==> config.mk <==
export PLATFORM = sky130hd
export DESIGN_NAME = contrast_af_two_pass_search_flat
export DESIGN_NICKNAME = d
export VERILOG_FILES = /design/src/rtl/cafs_pkg.sv /design/src/rtl/cafs_ifs.sv /design/src/rtl/cafs_interp.sv /design/src/rtl/contrast_af_two_pass_search.sv /design/src/flat_wrapper.sv
export SDC_FILE = /design/constraint.sdc
export NUM_CORES = 2
export LEC_CHECK = 0
export ABC_AREA = 1
export BUFFER_PORTS_ARGS = -buffer_cell sky130_fd_sc_hd__buf_2
export CAP_MARGIN = 30
export CORE_ASPECT_RATIO = 0.6
export CORE_MARGIN = 1
export CORE_UTILIZATION = 50
export CTS_CLUSTER_SIZE = 24
export DETAILED_ROUTE_END_ITERATION = 10
export PLACE_DENSITY = 0.68
export SYNTH_ARGS = -nofsm -noshare
export SYNTH_HDL_FRONTEND = slang
export SYNTH_SLANG_ARGS = --single-unit
==> constraint.sdc <==
create_clock -name clk -period 10.1 [get_ports clk]
set_input_delay 2.02 -clock clk [delete_from_list [all_inputs] [get_ports clk]]
set_output_delay 2.02 -clock clk [all_outputs]
set_load 0.1 [all_outputs]
==> src/rtl/cafs_pkg.sv <==
`timescale 1ns / 1ps

package cafs_pkg;

	// defaults for the top-level parameters
	localparam int MAX_COARSE_STEPS_DEF = 32;
	localparam int MAX_FINE_STEPS_DEF   = 32;
	localparam int POS_BITS_DEF         = 10;

	// fixed field widths
	localparam int FV_W    = 31;
	localparam int STEPS_W = 6;
	localparam int PCT_W   = 7;
	localparam int FALL_W  = 3;
	localparam int SETL_W  = 2;
	localparam int PROD_W  = FV_W + PCT_W;

	// configuration port
	localparam int CFG_IW = 3;
	localparam int CFG_DW = 31;

	localparam logic [CFG_IW-1:0] CFG_SCAN_START   = 3'd0;
	localparam logic [CFG_IW-1:0] CFG_SCAN_END     = 3'd1;
	localparam logic [CFG_IW-1:0] CFG_COARSE_STEPS = 3'd2;
	localparam logic [CFG_IW-1:0] CFG_FINE_STEPS   = 3'd3;
	localparam logic [CFG_IW-1:0] CFG_MIN_PEAK     = 3'd4;
	localparam logic [CFG_IW-1:0] CFG_DROP_RATIO   = 3'd5;

	// register reset values
	localparam int SCAN_START_RST   = 0;
	localparam int SCAN_END_RST     = 1023;
	localparam int COARSE_STEPS_RST = 16;
	localparam int FINE_STEPS_RST   = 10;
	localparam int MIN_PEAK_RST     = 10000;
	localparam int DROP_RATIO_RST   = 70;

	// request function codes
	localparam logic FUNC_START = 1'b0;
	localparam logic FUNC_FRAME = 1'b1;

	// search constants
	localparam int MIN_COARSE    = 4;
	localparam int MIN_FINE      = 2;
	localparam int START_SETTLE  = 3;
	localparam int MOVE_SETTLE   = 1;
	localparam int FALL_LIMIT    = 3;
	localparam int FALL_MAX      = 7;
	localparam int TRACK_FROM    = 3;
	localparam int WIN_SPAN      = 4;
	localparam int WIN_LOW_EDGE  = 2;
	localparam int WIN_HIGH_EDGE = 3;
	localparam int PCT_SCALE     = 100;

	typedef enum logic [1:0] {
		PH_IDLE,
		PH_COARSE,
		PH_FINE,
		PH_DONE
	} phase_t;

	typedef enum logic [2:0] {
		S_IDLE,
		S_EVAL,
		S_MULT,
		S_TRACK,
		S_DECIDE,
		S_CALL,
		S_WAIT,
		S_EMIT
	} seq_t;

	// what an interpolation result is used for
	typedef enum logic [1:0] {
		CALL_WLO,
		CALL_WHI,
		CALL_POS,
		CALL_FPOS
	} call_t;

endpackage

==> src/rtl/cafs_ifs.sv <==
`timescale 1ns / 1ps

interface cafs_item_if;
	logic                       valid;
	logic                       ready;
	logic                       func;
	logic [cafs_pkg::FV_W-1:0]  focus_value;

	modport source (output valid, output func, output focus_value, input ready);
	modport sink (input valid, input func, input focus_value, output ready);
endinterface

interface cafs_result_if #(
	parameter int POS_BITS = cafs_pkg::POS_BITS_DEF
);
	logic                       valid;
	logic                       ready;
	logic                       move_valid;
	logic [POS_BITS-1:0]        lens_target;
	logic                       done_res;
	logic [cafs_pkg::FV_W-1:0]  peak_value;

	modport source (
		output valid, output move_valid, output lens_target, output done_res,
		output peak_value, input ready
	);
	modport sink (
		input valid, input move_valid, input lens_target, input done_res,
		input peak_value, output ready
	);
endinterface

==> src/rtl/cafs_interp.sv <==
`timescale 1ns / 1ps

// a + round_half_up(i*(b-a)/n) as floor((2na + 2i(b-a) + n) / 2n),
// restoring division, one quotient bit per cycle
module cafs_interp #(
	parameter int POS_BITS = cafs_pkg::POS_BITS_DEF,
	parameter int NB       = 6
) (
	input  logic                clk,
	input  logic                arst_n,
	input  logic                start,
	input  logic [POS_BITS-1:0] a,
	input  logic [POS_BITS-1:0] b,
	input  logic [NB-1:0]       idx,
	input  logic [NB-1:0]       n,
	output logic                done,
	output logic [POS_BITS-1:0] pos
);

	localparam int SW = POS_BITS + NB + 3;
	localparam int CW = $clog2(POS_BITS + 1);

	logic [NB-1:0]        i_cl;
	logic signed [SW-1:0] a_x, b_x, n_x, i_x, num_c;
	logic [NB+1:0]        trial;
	logic                 ge;
	logic [NB+1:0]        diff;

	logic [NB:0]          rem_q;
	logic [NB:0]          den_q;
	logic [POS_BITS-1:0]  sh_q;
	logic [POS_BITS-1:0]  quo_q;
	logic [CW-1:0]        cnt_q;
	logic                 busy_q;
	logic                 done_q;

	assign i_cl  = (idx > n) ? n : idx;
	assign a_x   = SW'(a);
	assign b_x   = SW'(b);
	assign n_x   = SW'(n);
	assign i_x   = SW'(i_cl);
	// never negative: the point lies between a and b
	assign num_c = ((n_x * a_x) <<< 1) + ((i_x * (b_x - a_x)) <<< 1) + n_x;

	assign trial = {rem_q, sh_q[POS_BITS-1]};
	assign ge    = trial >= {1'b0, den_q};
	assign diff  = trial - {1'b0, den_q};

	always_ff @(posedge clk or negedge arst_n) begin
		if (!arst_n) begin
			busy_q <= 1'b0;
			done_q <= 1'b0;
			cnt_q  <= '0;
		end else begin
			done_q <= 1'b0;
			if (start) begin
				busy_q <= 1'b1;
				cnt_q  <= CW'(POS_BITS);
			end else if (busy_q) begin
				cnt_q <= cnt_q - 1'b1;
				if (cnt_q == CW'(1)) begin
					busy_q <= 1'b0;
					done_q <= 1'b1;
				end
			end
		end
	end

	always_ff @(posedge clk) begin
		if (start) begin
			rem_q <= num_c[POS_BITS+NB:POS_BITS];
			sh_q  <= num_c[POS_BITS-1:0];
			den_q <= {n, 1'b0};
		end else if (busy_q) begin
			rem_q <= ge ? diff[NB:0] : trial[NB:0];
			sh_q  <= sh_q << 1;
			quo_q <= {quo_q[POS_BITS-2:0], ge};
		end
	end

	assign done = done_q;
	assign pos  = quo_q;

endmodule

==> src/rtl/contrast_af_two_pass_search.sv <==
`timescale 1ns / 1ps

// channel   dir  payload                                         moves when
// item      in   func, focus_value                               valid && ready
// result    out  move_valid, lens_target, done_res, peak_value   valid && ready
// cfg       in   cfg_idx, cfg_data                               cfg_we
//
// one request at a time; ready is high only between requests;
// a coarse or fine move waits on the shared interpolation divider (one quotient
// bit per cycle), the coarse-to-fine handover runs it twice, and a coarse move
// once tracking runs first passes S_MULT and S_TRACK
// arst_n clears the search state and loads the register defaults
// a result waiting in the output register does not block the next request,
// but the following result waits in S_EMIT until the output register frees
module contrast_af_two_pass_search #(
	parameter int MAX_COARSE_STEPS = cafs_pkg::MAX_COARSE_STEPS_DEF,
	parameter int MAX_FINE_STEPS   = cafs_pkg::MAX_FINE_STEPS_DEF,
	parameter int POS_BITS         = cafs_pkg::POS_BITS_DEF
) (
	input  logic                          clk,
	input  logic                          arst_n,
	input  logic                          cfg_we,
	input  logic [cafs_pkg::CFG_IW-1:0]   cfg_idx,
	input  logic [cafs_pkg::CFG_DW-1:0]   cfg_data,
	cafs_item_if.sink                     item,
	cafs_result_if.source                 result
);

	localparam int NMAX = (MAX_COARSE_STEPS > MAX_FINE_STEPS) ?
		MAX_COARSE_STEPS : MAX_FINE_STEPS;
	localparam int NB   = $clog2(NMAX + 1);

	// configuration registers
	logic [POS_BITS-1:0]               scan_start_q, scan_end_q;
	logic [cafs_pkg::STEPS_W-1:0]      coarse_steps_q, fine_steps_q;
	logic [cafs_pkg::FV_W-1:0]         min_peak_q;
	logic [cafs_pkg::PCT_W-1:0]        drop_ratio_q;

	// search state
	cafs_pkg::seq_t                    seq_q, seq_d;
	cafs_pkg::phase_t                  phase_q;
	cafs_pkg::call_t                   call_q;
	logic [NB-1:0]                     step_q, pstep_q, idx_q, hi_q;
	logic [cafs_pkg::FV_W-1:0]         peak_q, prev_q, fv_q;
	logic [cafs_pkg::FALL_W-1:0]       fall_q;
	logic [cafs_pkg::SETL_W-1:0]       settle_q;
	logic [POS_BITS-1:0]               wst_q, wend_q;
	logic                              func_q, stop_q;
	logic [cafs_pkg::PROD_W-1:0]       prod_fv_q, prod_pk_q;

	// pending result and output register
	logic                              res_mv_q, res_done_q;
	logic [POS_BITS-1:0]               res_tgt_q;
	logic                              out_valid_q, out_mv_q, out_done_q;
	logic [POS_BITS-1:0]               out_tgt_q;
	logic [cafs_pkg::FV_W-1:0]         out_peak_q;

	logic [NB-1:0]                     n_coarse, n_fine;
	logic                              unit_start, unit_done;
	logic [POS_BITS-1:0]               unit_a, unit_b, unit_pos;
	logic [NB-1:0]                     unit_n;
	logic                              ev_start, ev_quiet, ev_settle, emit_load;
	logic [cafs_pkg::FALL_W-1:0]       fall_inc;
	logic                              f_track, f_ge, f_stop1, f_stop;
	logic [NB-1:0]                     step_inc;
	logic                              c_fall_stop, c_end;
	logic [NB:0]                       ps_p3;
	logic [NB-1:0]                     win_lo, win_hi;

	// step counts clamped to the supported range
	always_comb begin
		if (coarse_steps_q < cafs_pkg::STEPS_W'(cafs_pkg::MIN_COARSE))
			n_coarse = NB'(cafs_pkg::MIN_COARSE);
		else if (32'(coarse_steps_q) > MAX_COARSE_STEPS)
			n_coarse = NB'(MAX_COARSE_STEPS);
		else
			n_coarse = NB'(coarse_steps_q);
		if (fine_steps_q < cafs_pkg::STEPS_W'(cafs_pkg::MIN_FINE))
			n_fine = NB'(cafs_pkg::MIN_FINE);
		else if (32'(fine_steps_q) > MAX_FINE_STEPS)
			n_fine = NB'(MAX_FINE_STEPS);
		else
			n_fine = NB'(fine_steps_q);
	end

	always_ff @(posedge clk or negedge arst_n) begin
		if (!arst_n) begin
			scan_start_q   <= POS_BITS'(cafs_pkg::SCAN_START_RST);
			scan_end_q     <= POS_BITS'(cafs_pkg::SCAN_END_RST);
			coarse_steps_q <= cafs_pkg::STEPS_W'(cafs_pkg::COARSE_STEPS_RST);
			fine_steps_q   <= cafs_pkg::STEPS_W'(cafs_pkg::FINE_STEPS_RST);
			min_peak_q     <= cafs_pkg::FV_W'(cafs_pkg::MIN_PEAK_RST);
			drop_ratio_q   <= cafs_pkg::PCT_W'(cafs_pkg::DROP_RATIO_RST);
		end else if (cfg_we) begin
			unique case (cfg_idx)
				cafs_pkg::CFG_SCAN_START:   scan_start_q   <= cfg_data[POS_BITS-1:0];
				cafs_pkg::CFG_SCAN_END:     scan_end_q     <= cfg_data[POS_BITS-1:0];
				cafs_pkg::CFG_COARSE_STEPS: coarse_steps_q <= cfg_data[cafs_pkg::STEPS_W-1:0];
				cafs_pkg::CFG_FINE_STEPS:   fine_steps_q   <= cfg_data[cafs_pkg::STEPS_W-1:0];
				cafs_pkg::CFG_MIN_PEAK:     min_peak_q     <= cfg_data[cafs_pkg::FV_W-1:0];
				cafs_pkg::CFG_DROP_RATIO:   drop_ratio_q   <= cfg_data[cafs_pkg::PCT_W-1:0];
				default: ;
			endcase
		end
	end

	// shared interpolation unit
	assign unit_a = (call_q == cafs_pkg::CALL_FPOS) ? wst_q : scan_start_q;
	assign unit_b = (call_q == cafs_pkg::CALL_FPOS) ? wend_q : scan_end_q;
	assign unit_n = (call_q == cafs_pkg::CALL_FPOS) ? n_fine : n_coarse;

	cafs_interp #(
		.POS_BITS (POS_BITS),
		.NB       (NB)
	) u_interp (
		.clk    (clk),
		.arst_n (arst_n),
		.start  (unit_start),
		.a      (unit_a),
		.b      (unit_b),
		.idx    (idx_q),
		.n      (unit_n),
		.done   (unit_done),
		.pos    (unit_pos)
	);

	// request classification
	assign ev_start  = func_q == cafs_pkg::FUNC_START;
	assign ev_quiet  = (phase_q == cafs_pkg::PH_IDLE) || (phase_q == cafs_pkg::PH_DONE);
	assign ev_settle = settle_q != '0;
	assign emit_load = (seq_q == cafs_pkg::S_EMIT) && (!out_valid_q || result.ready);

	// fall counter saturates
	assign fall_inc = (fall_q == cafs_pkg::FALL_W'(cafs_pkg::FALL_MAX)) ?
		fall_q : fall_q + 1'b1;

	// fine scan decision
	assign f_track  = step_q >= NB'(cafs_pkg::TRACK_FROM);
	assign f_ge     = fv_q >= peak_q;
	assign f_stop1  = f_track && !f_ge && (fall_inc >= cafs_pkg::FALL_W'(cafs_pkg::FALL_LIMIT));
	assign step_inc = step_q + 1'b1;
	assign f_stop   = f_stop1 || (step_inc >= n_fine);

	// coarse early stop, products registered in S_MULT
	assign c_fall_stop = (fall_inc >= cafs_pkg::FALL_W'(cafs_pkg::FALL_LIMIT)) &&
		(prod_fv_q <= prod_pk_q) && (peak_q >= min_peak_q);
	assign c_end = stop_q || (step_q >= n_coarse);

	// refinement window around the coarse peak
	assign ps_p3 = {1'b0, pstep_q} + (NB+1)'(cafs_pkg::WIN_HIGH_EDGE);
	always_comb begin
		if (pstep_q < NB'(cafs_pkg::WIN_LOW_EDGE)) begin
			win_lo = '0;
			win_hi = NB'(cafs_pkg::WIN_SPAN);
		end else if (ps_p3 >= {1'b0, n_coarse}) begin
			win_lo = n_coarse - NB'(cafs_pkg::WIN_SPAN);
			win_hi = n_coarse;
		end else begin
			win_lo = pstep_q - 1'b1;
			win_hi = pstep_q + 1'b1;
		end
	end

	always_ff @(posedge clk or negedge arst_n) begin
		if (!arst_n)
			seq_q <= cafs_pkg::S_IDLE;
		else
			seq_q <= seq_d;
	end

	always_comb begin
		seq_d      = seq_q;
		unit_start = 1'b0;
		item.ready = 1'b0;
		unique case (seq_q)
			cafs_pkg::S_IDLE: begin
				item.ready = 1'b1;
				if (item.valid)
					seq_d = cafs_pkg::S_EVAL;
			end
			cafs_pkg::S_EVAL: begin
				if (ev_start || ev_quiet || ev_settle)
					seq_d = cafs_pkg::S_EMIT;
				else if (phase_q == cafs_pkg::PH_COARSE)
					seq_d = (step_q >= NB'(cafs_pkg::TRACK_FROM)) ?
						cafs_pkg::S_MULT : cafs_pkg::S_DECIDE;
				else
					seq_d = cafs_pkg::S_CALL;
			end
			cafs_pkg::S_MULT:   seq_d = cafs_pkg::S_TRACK;
			cafs_pkg::S_TRACK:  seq_d = cafs_pkg::S_DECIDE;
			cafs_pkg::S_DECIDE: seq_d = cafs_pkg::S_CALL;
			cafs_pkg::S_CALL: begin
				unit_start = 1'b1;
				seq_d      = cafs_pkg::S_WAIT;
			end
			cafs_pkg::S_WAIT: begin
				if (unit_done)
					seq_d = (call_q == cafs_pkg::CALL_WLO) ?
						cafs_pkg::S_CALL : cafs_pkg::S_EMIT;
			end
			cafs_pkg::S_EMIT: begin
				if (emit_load)
					seq_d = cafs_pkg::S_IDLE;
			end
			default: seq_d = cafs_pkg::S_IDLE;
		endcase
	end

	// search state and datapath
	always_ff @(posedge clk or negedge arst_n) begin
		if (!arst_n) begin
			phase_q  <= cafs_pkg::PH_IDLE;
			step_q   <= '0;
			pstep_q  <= '0;
			peak_q   <= '0;
			prev_q   <= '0;
			fall_q   <= '0;
			settle_q <= '0;
			wst_q    <= '0;
			wend_q   <= '0;
			call_q   <= cafs_pkg::CALL_POS;
		end else begin
			unique case (seq_q)
				cafs_pkg::S_IDLE: begin
					if (item.valid) begin
						func_q <= item.func;
						fv_q   <= item.focus_value;
					end
				end
				cafs_pkg::S_EVAL: begin
					res_mv_q   <= 1'b0;
					res_tgt_q  <= '0;
					res_done_q <= 1'b0;
					if (ev_start) begin
						phase_q   <= cafs_pkg::PH_COARSE;
						step_q    <= '0;
						pstep_q   <= '0;
						peak_q    <= '0;
						prev_q    <= '0;
						fall_q    <= '0;
						settle_q  <= cafs_pkg::SETL_W'(cafs_pkg::START_SETTLE);
						res_mv_q  <= 1'b1;
						res_tgt_q <= scan_start_q;
					end else if (ev_quiet) begin
						// nothing changes
					end else if (ev_settle) begin
						settle_q <= settle_q - 1'b1;
					end else if (phase_q == cafs_pkg::PH_COARSE) begin
						stop_q <= 1'b0;
					end else begin
						if (f_track && f_ge) begin
							peak_q  <= fv_q;
							fall_q  <= '0;
							pstep_q <= step_q;
						end else if (f_track) begin
							fall_q <= fall_inc;
						end
						if (!f_stop1)
							step_q <= step_inc;
						res_mv_q <= 1'b1;
						call_q   <= cafs_pkg::CALL_FPOS;
						if (f_stop) begin
							phase_q    <= cafs_pkg::PH_DONE;
							settle_q   <= '0;
							res_done_q <= 1'b1;
							idx_q      <= (f_track && f_ge) ? step_q : pstep_q;
						end else begin
							settle_q <= cafs_pkg::SETL_W'(cafs_pkg::MOVE_SETTLE);
							idx_q    <= step_inc;
						end
					end
				end
				cafs_pkg::S_MULT: begin
					prod_fv_q <= fv_q * cafs_pkg::PCT_W'(cafs_pkg::PCT_SCALE);
					prod_pk_q <= drop_ratio_q * peak_q;
				end
				cafs_pkg::S_TRACK: begin
					stop_q <= 1'b0;
					if (fv_q >= peak_q) begin
						peak_q  <= fv_q;
						fall_q  <= '0;
						pstep_q <= step_q;
					end else if (fv_q > prev_q) begin
						// rise after a fall starts a new peak
						peak_q <= '0;
						fall_q <= '0;
					end else begin
						fall_q <= fall_inc;
						stop_q <= c_fall_stop;
					end
					prev_q <= fv_q;
				end
				cafs_pkg::S_DECIDE: begin
					res_mv_q <= 1'b1;
					settle_q <= cafs_pkg::SETL_W'(cafs_pkg::MOVE_SETTLE);
					if (c_end) begin
						idx_q   <= win_lo;
						hi_q    <= win_hi;
						call_q  <= cafs_pkg::CALL_WLO;
						phase_q <= cafs_pkg::PH_FINE;
						peak_q  <= '0;
						pstep_q <= '0;
						step_q  <= '0;
						fall_q  <= '0;
						prev_q  <= '0;
					end else begin
						step_q <= step_q + 1'b1;
						idx_q  <= step_q + 1'b1;
						call_q <= cafs_pkg::CALL_POS;
					end
				end
				cafs_pkg::S_WAIT: begin
					if (unit_done) begin
						case (call_q)
							cafs_pkg::CALL_WLO: begin
								wst_q  <= unit_pos;
								idx_q  <= hi_q;
								call_q <= cafs_pkg::CALL_WHI;
							end
							cafs_pkg::CALL_WHI: begin
								// first fine position is the window start
								wend_q    <= unit_pos;
								res_tgt_q <= wst_q;
							end
							default: res_tgt_q <= unit_pos;
						endcase
					end
				end
				default: ;
			endcase
		end
	end

	// output register
	always_ff @(posedge clk or negedge arst_n) begin
		if (!arst_n)
			out_valid_q <= 1'b0;
		else if (emit_load)
			out_valid_q <= 1'b1;
		else if (result.ready)
			out_valid_q <= 1'b0;
	end

	always_ff @(posedge clk) begin
		if (emit_load) begin
			out_mv_q   <= res_mv_q;
			out_tgt_q  <= res_tgt_q;
			out_done_q <= res_done_q;
			out_peak_q <= peak_q;
		end
	end

	assign result.valid       = out_valid_q;
	assign result.move_valid  = out_mv_q;
	assign result.lens_target = out_tgt_q;
	assign result.done_res    = out_done_q;
	assign result.peak_value  = out_peak_q;

endmodule

==> src/flat_wrapper.sv <==
// flat-port wrapper written by rule: the top's interface ports become plain ports
module contrast_af_two_pass_search_flat 
#(
	parameter int MAX_COARSE_STEPS = cafs_pkg::MAX_COARSE_STEPS_DEF,
	parameter int MAX_FINE_STEPS   = cafs_pkg::MAX_FINE_STEPS_DEF,
	parameter int POS_BITS         = cafs_pkg::POS_BITS_DEF
)
  (clk, arst_n, cfg_we, cfg_idx, cfg_data, item_valid, item_func, item_focus_value, item_ready, result_valid, result_move_valid, result_lens_target, result_done_res, result_peak_value, result_ready);
  cafs_item_if item_i ();
  cafs_result_if #(.POS_BITS(POS_BITS)) result_i ();
  input  logic clk;
  input  logic arst_n;
  input  logic cfg_we;
  input  logic [cafs_pkg::CFG_IW-1:0] cfg_idx;
  input  logic [cafs_pkg::CFG_DW-1:0] cfg_data;
  input wire logic [$bits(item_i.valid)-1:0] item_valid;
  input wire logic [$bits(item_i.func)-1:0] item_func;
  input wire logic [$bits(item_i.focus_value)-1:0] item_focus_value;
  output wire logic [$bits(item_i.ready)-1:0] item_ready;
  output wire logic [$bits(result_i.valid)-1:0] result_valid;
  output wire logic [$bits(result_i.move_valid)-1:0] result_move_valid;
  output wire logic [$bits(result_i.lens_target)-1:0] result_lens_target;
  output wire logic [$bits(result_i.done_res)-1:0] result_done_res;
  output wire logic [$bits(result_i.peak_value)-1:0] result_peak_value;
  input wire logic [$bits(result_i.ready)-1:0] result_ready;
  assign item_i.valid = item_valid;
  assign item_i.func = item_func;
  assign item_i.focus_value = item_focus_value;
  assign item_ready = item_i.ready;
  assign result_valid = result_i.valid;
  assign result_move_valid = result_i.move_valid;
  assign result_lens_target = result_i.lens_target;
  assign result_done_res = result_i.done_res;
  assign result_peak_value = result_i.peak_value;
  assign result_i.ready = result_ready;
  contrast_af_two_pass_search #(.MAX_COARSE_STEPS(MAX_COARSE_STEPS), .MAX_FINE_STEPS(MAX_FINE_STEPS), .POS_BITS(POS_BITS)) u_core (.clk(clk), .arst_n(arst_n), .cfg_we(cfg_we), .cfg_idx(cfg_idx), .cfg_data(cfg_data), .item(item_i), .result(result_i));
endmodule
# [Yosys cells after proc, flatten, opt, wreduce, memory -nomap -nowiden]
# Index checks and enable logic that the tools add are counted.
[totals] ram_bits=0 latchBits=0 output_inout_bits=45 input_bits=71 mem_bits_ro=0 ff_bits=390 n_memories=0
[op_classes] n_lt_le_gt_ge=16 shift=0 n_reduce_logical=53 eq_ne=40 n_mul=4 div=0 bitwise=2 mux=120 addsub=12
[ops] operator="31-bit two-way mux" count=9
[ops] operator="31-bit one-hot mux with 3 select lines" count=2
[ops] operator="6-bit two-way mux" count=30
[ops] operator="31-bit greater-or-equal comparator" count=2
[ops] operator="10-bit two-way mux" count=6
[ops] operator="3-bit two-way mux" count=16
[ops] operator="10-bit one-hot mux with 2 select lines" count=2
[ops] operator="38-bit <= comparator" count=1
[ops] operator="7-bit by 31-bit multiplier with 38-bit output" count=1
[ops] operator="31-bit by 5-bit multiplier with 36-bit output, second input constant" count=1
[ops] operator="2-bit two-way mux" count=18
[ops] operator="6-bit one-hot mux with 3 select lines" count=2
[ops] operator="31-bit greater-than comparator" count=1
[ops] operator="3-bit one-hot mux with 8 select lines" count=1
[ops] operator="6-bit AND reduction" count=4
[ops] operator="1-bit two-way mux" count=22
[ops] operator="3-bit == test, second input constant" count=7
[ops] operator="7-bit two-way mux" count=3
[ops] operator="3-bit AND reduction" count=7
[ops] operator="2-bit AND reduction" count=10
[ops] operator="3-bit != test, second input constant" count=6
[ops] operator="17-bit adder" count=1
[ops] operator="17-bit by 7-bit adder with 17-bit output" count=1
[ops] operator="6-bit by 10-bit multiplier with 16-bit output" count=1
[ops] operator="47 further kinds" count=93

# [Logic depth before layout (Yosys ltp)]
[depth] ltp_word=11 mapped_depth=53

# [Cells and area by module]
# From an unflattened synthesis, not the netlist that was laid out.
[unflattened] cells_unflattened=4494 hier_area_um2=36058.3
[modules_own_cells] module="contrast_af_two_pass_search" seq_area_each_um2=9681.8 cells_per_inst=3516 n_inst=1 area_per_inst_um2=28568.6
[modules_own_cells] module="cafs_interp" seq_area_each_um2=1141.1 cells_per_inst=978 n_inst=1 area_per_inst_um2=7489.7

# [Least setup slack after synthesis]
# Ideal clock, no wire load.
[synth_path] path_type="reg2reg" from="register u_core.call_q[0]" to="register u_core.u_interp.rem_q[6], data pin" t_arrival_ns=7.940 path_slack_ns=1.904 t_required_ns=9.844 n_path_buf=4 path_stages_with_launch=47 path_cell_list="dfrtp_1 -> nand2_2 -> buf_6 -> clkbuf_1 -> buf_1 -> mux2i_1 -> ha_1 -> inv_1 -> fa_1 -> and3_1 -> a211oi_1 -> o21ai_0 -> nand3_1 -> nand2_1 -> xor2_1 -> inv_1 -> nor2_1 -> fa_1 -> [... 11 more ...] -> nand2_1 -> nand2_1 -> xor2_1 -> inv_1 -> ha_1 -> ha_1 -> nand2_1 -> o21a_1 -> nand3_1 -> nand2_1 -> inv_1 -> nor2_1 -> o21bai_1 -> nand3_1 -> nand2_1 -> nand2_1 -> nand3_1 -> nand2_1"
[synth_between] elab_chain_cells=8 word_cells_on_any_way=12
[synth_rtl] element="start, declared" line_no="contrast_af_two_pass_search.sv:42" rtl="cafs_pkg::call_t call_q;"
[synth_rtl] element="start signal, assigned" line_no="contrast_af_two_pass_search.sv:222" rtl="call_q <= cafs_pkg::CALL_POS;"
[synth_rtl] element="start signal, assigned" line_no="contrast_af_two_pass_search.sv:262" rtl="call_q <= cafs_pkg::CALL_FPOS;"
[synth_rtl] element="start signal, assigned" line_no="contrast_af_two_pass_search.sv:300" rtl="call_q <= cafs_pkg::CALL_WLO;"
[synth_rtl] element="2-bit == test *" line_no="contrast_af_two_pass_search.sv:108, contrast_af_two_pass_search.sv:109, contrast_af_two_pass_search.sv:110"
[synth_rtl] element="branches (longest 5 deep; another with 17-bit adder)"
[synth_rtl] element="17-bit by 7-bit adder with 17-bit output *" line_no="cafs_interp.sv:43" rtl="assign num_c = ((n_x * a_x) <<< 1) + ((i_x * (b_x - a_x)) <<< 1) + n_x;"
[synth_rtl] element="7-bit two-way mux *" line_no="cafs_interp.sv:70" rtl="if (start) begin"
[synth_rtl] element="end signal, assigned" line_no="cafs_interp.sv:71" rtl="rem_q <= num_c[POS_BITS+NB:POS_BITS];"
[synth_rtl] element="end signal, assigned" line_no="cafs_interp.sv:75" rtl="rem_q <= ge ? diff[NB:0] : trial[NB:0];"
[synth_rtl] element="end, declared" line_no="cafs_interp.sv:29" rtl="logic [NB:0] rem_q;"
# Every way passes the cells marked *.
# A chain may end at the register's enable or synchronous reset.

# [Final worst setup path]
[layout_path] from="register u_core.call_q[1]" to="register u_core.u_interp.rem_q[6], data pin"
# Same word-level chain as after synthesis.

==> run metrics <==
Synth cell types 59; Least-Margin Pin Slew 952 ps; Placement Setup Slack 829 ps; Tcrit/Tclk final 92.4%; initial detailed-routing violation count 3,062; initial antenna violation count 3; post-cts gate resize count 0; Worst Slack Setup Final 769 ps; Tmin final 9330 ps; count leader, synth nand2_1; IO Pins 116; layout cell share with drive strength beyond 1 7.09%; top post-synthesis cells by count nand2_1 (855), inv_1 (802), ha_1 (410), nor2_1 (284), a21oi_1 (277); Reg clk slew, reported paths 60 ps; Post-synth ARST share 46.9%; Synth top area share 17.9%; worst-skew pair later-pin latency 600 ps; Net Count, Synth 4,862; ranking of synthesized cells by area edfxtp_1 (18%), ha_1 (15%), fa_1 (15%); relative slew slack 36.0%; WP data arrival 9660 ps; H-Tree Depth 2; crit-path leading delay family adder cells; Die W 343 um; critical path type flop to flop; Avg Cell Area, Syn 8.43 um^2; Die H 206 um; First-pass DRT Iterations 9; final slew viol count 0; Final nets 4,944; WL final 98,500 um; DRC violations left 4; ys flop type edfxtp_1; Hold Slack 417 ps; Hold-fix buffers, CTS 0; CP Launch Type flop; Placer Congestion 0.974; CP endpoint kind flop; Num CTS Buffers 42; register area share after synthesis 31.1%; Num Clock Sinks 390; Worst path max stage delay 650 ps; vias in the first global route 26,600; Fmax 0.107 GHz; number of synthesized flops with an enable pin 207; status finished with violations; Area growth, synth to finish 8.89%; Vias 28,200; Worst Hold Class flop to flop; Worst Path Max Fanout 30; Clock Tree Buf Depth 3; Post-Place Cells 5,077; final hold viol count 0; RSZ-0062 raised after global routing false; core box area 68,400 um^2; vias per cell 5.46; CTS tree done; Synth Instances 4,128; full die area 70,700 um^2; Post-Syn Area 34,800 um^2; Worst Skew 27.6 ps; first-pass GRT wire length 154,000 um; failing checks design-rule violations; GRT Overall Usage 28.6%; gr ovfl total 0; post-DP HPWL 78,400 um; Wirelength per Cell 19.1 um; WP data required 10,430 ps; port bufs 115; Worst path most repeated cell nand2_1; Yosys warning count 0; CP bufs+invs 8; Setup TNS 0 ps; DRT antenna net count 0; largest net degree at the start of global routing 75; initial core utilization 50.9%; clock root cell clkbuf_16; register bit total from synthesis 390; Final setup viols 0; Max-cap violations 0; non-filler instance count after layout 5,157; area leader, netlist edfxtp_1; critical path's slowest cell o21ai_0; Row Count 74; setup repair bufs after CTS 0
placed cells by master, fill, tap and decap left out, types with 9 or more instances in the layout:
cell,Yosys,routed
nor4_1,11,11
nand3_1,148,148
ha_1,410,410
nand2_1,855,854
clkinv_2,1,13
a31oi_1,11,11
a21oi_1,277,277
o21a_1,11,11
nor3_1,28,27
o21ai_1,15,15
buf_4,4,37
dfstp_2,22,22
inv_1,802,802
a211oi_1,9,9
buf_2,18,114
inv_2,11,11
dfrtp_1,161,161
xnor2_1,44,44
nand4_1,36,36
nor2_1,284,280
xor2_1,76,76
fa_1,253,253
a21o_1,10,10
o211ai_1,17,17
o22ai_1,33,33
o21ai_0,203,203
clkbuf_16,0,42
edfxtp_1,207,207
routing by layer:
layer | track usage [%] | up-vias | wire [um]
li1 | - | 13400 | -
met1 | 47.7 | 13400 | 50000
met2 | 34.2 | 1291 | 33800
met3 | 9.02 | 110 | 13100
met4 | 5.61 | 2 | 1560
met5 | 0 | - | 13
stage by stage:
stage	util [%]	cell area [um^2]
floorplan	-	34800
global placement	53.1	36400
detailed placement	53.2	36400
CTS	55.3	37900
global route	55.4	37900
finish	55.4	37900
area by class of cell:
class,count,area [um^2]
fill,6172,30500
sequential,390,10800
multi-input combinational,2803,20500
tap,912,1140
inverter,817,3070
clock inverter,28,334
clock buffer,49,1110
antenna,2,5.00
timing repair buffer,156,957
registers in the layout, indices dropped and copies added (netlist names), 31 cells and up:
name                      count
u_core.prod_pk_q             38
u_core.prod_fv_q             36
u_core.fv_q                  31
u_core.min_peak_q            31
u_core.peak_q                31
u_core.prev_q                31
u_core.result.peak_value     31
logic make-up after synthesis:
group	Yosys count	synth area share [%]
compound gates	621	9.77
xor+xnor	120	3.02
fa+ha+maj	663	29.3
buf+inv	935	10.2
flops	390	31.1
mux	2	0.0935
simple gates	1397	16.5
worst paths after layout:
path,startpoint,to,slack [ps],cells after the start
min in group asynchronous,arst_n,u_core.fall_q[2],1380,1
hold / removal,u_core.res_tgt_q[6],u_core.result.lens_target[6],420,0
setup / recovery,u_core.call_q[1],u_core.u_interp.rem_q[6],770,43
hold reg to reg,u_core.res_tgt_q[6],u_core.result.lens_target[6],420,0
setup reg to reg,u_core.call_q[1],u_core.u_interp.rem_q[6],770,43
max in group asynchronous,arst_n,u_core.min_peak_q[11],7520,2
Power is not shown: default switching activity piles up to over one toggle a cycle in this logic, so the estimate is an artifact.
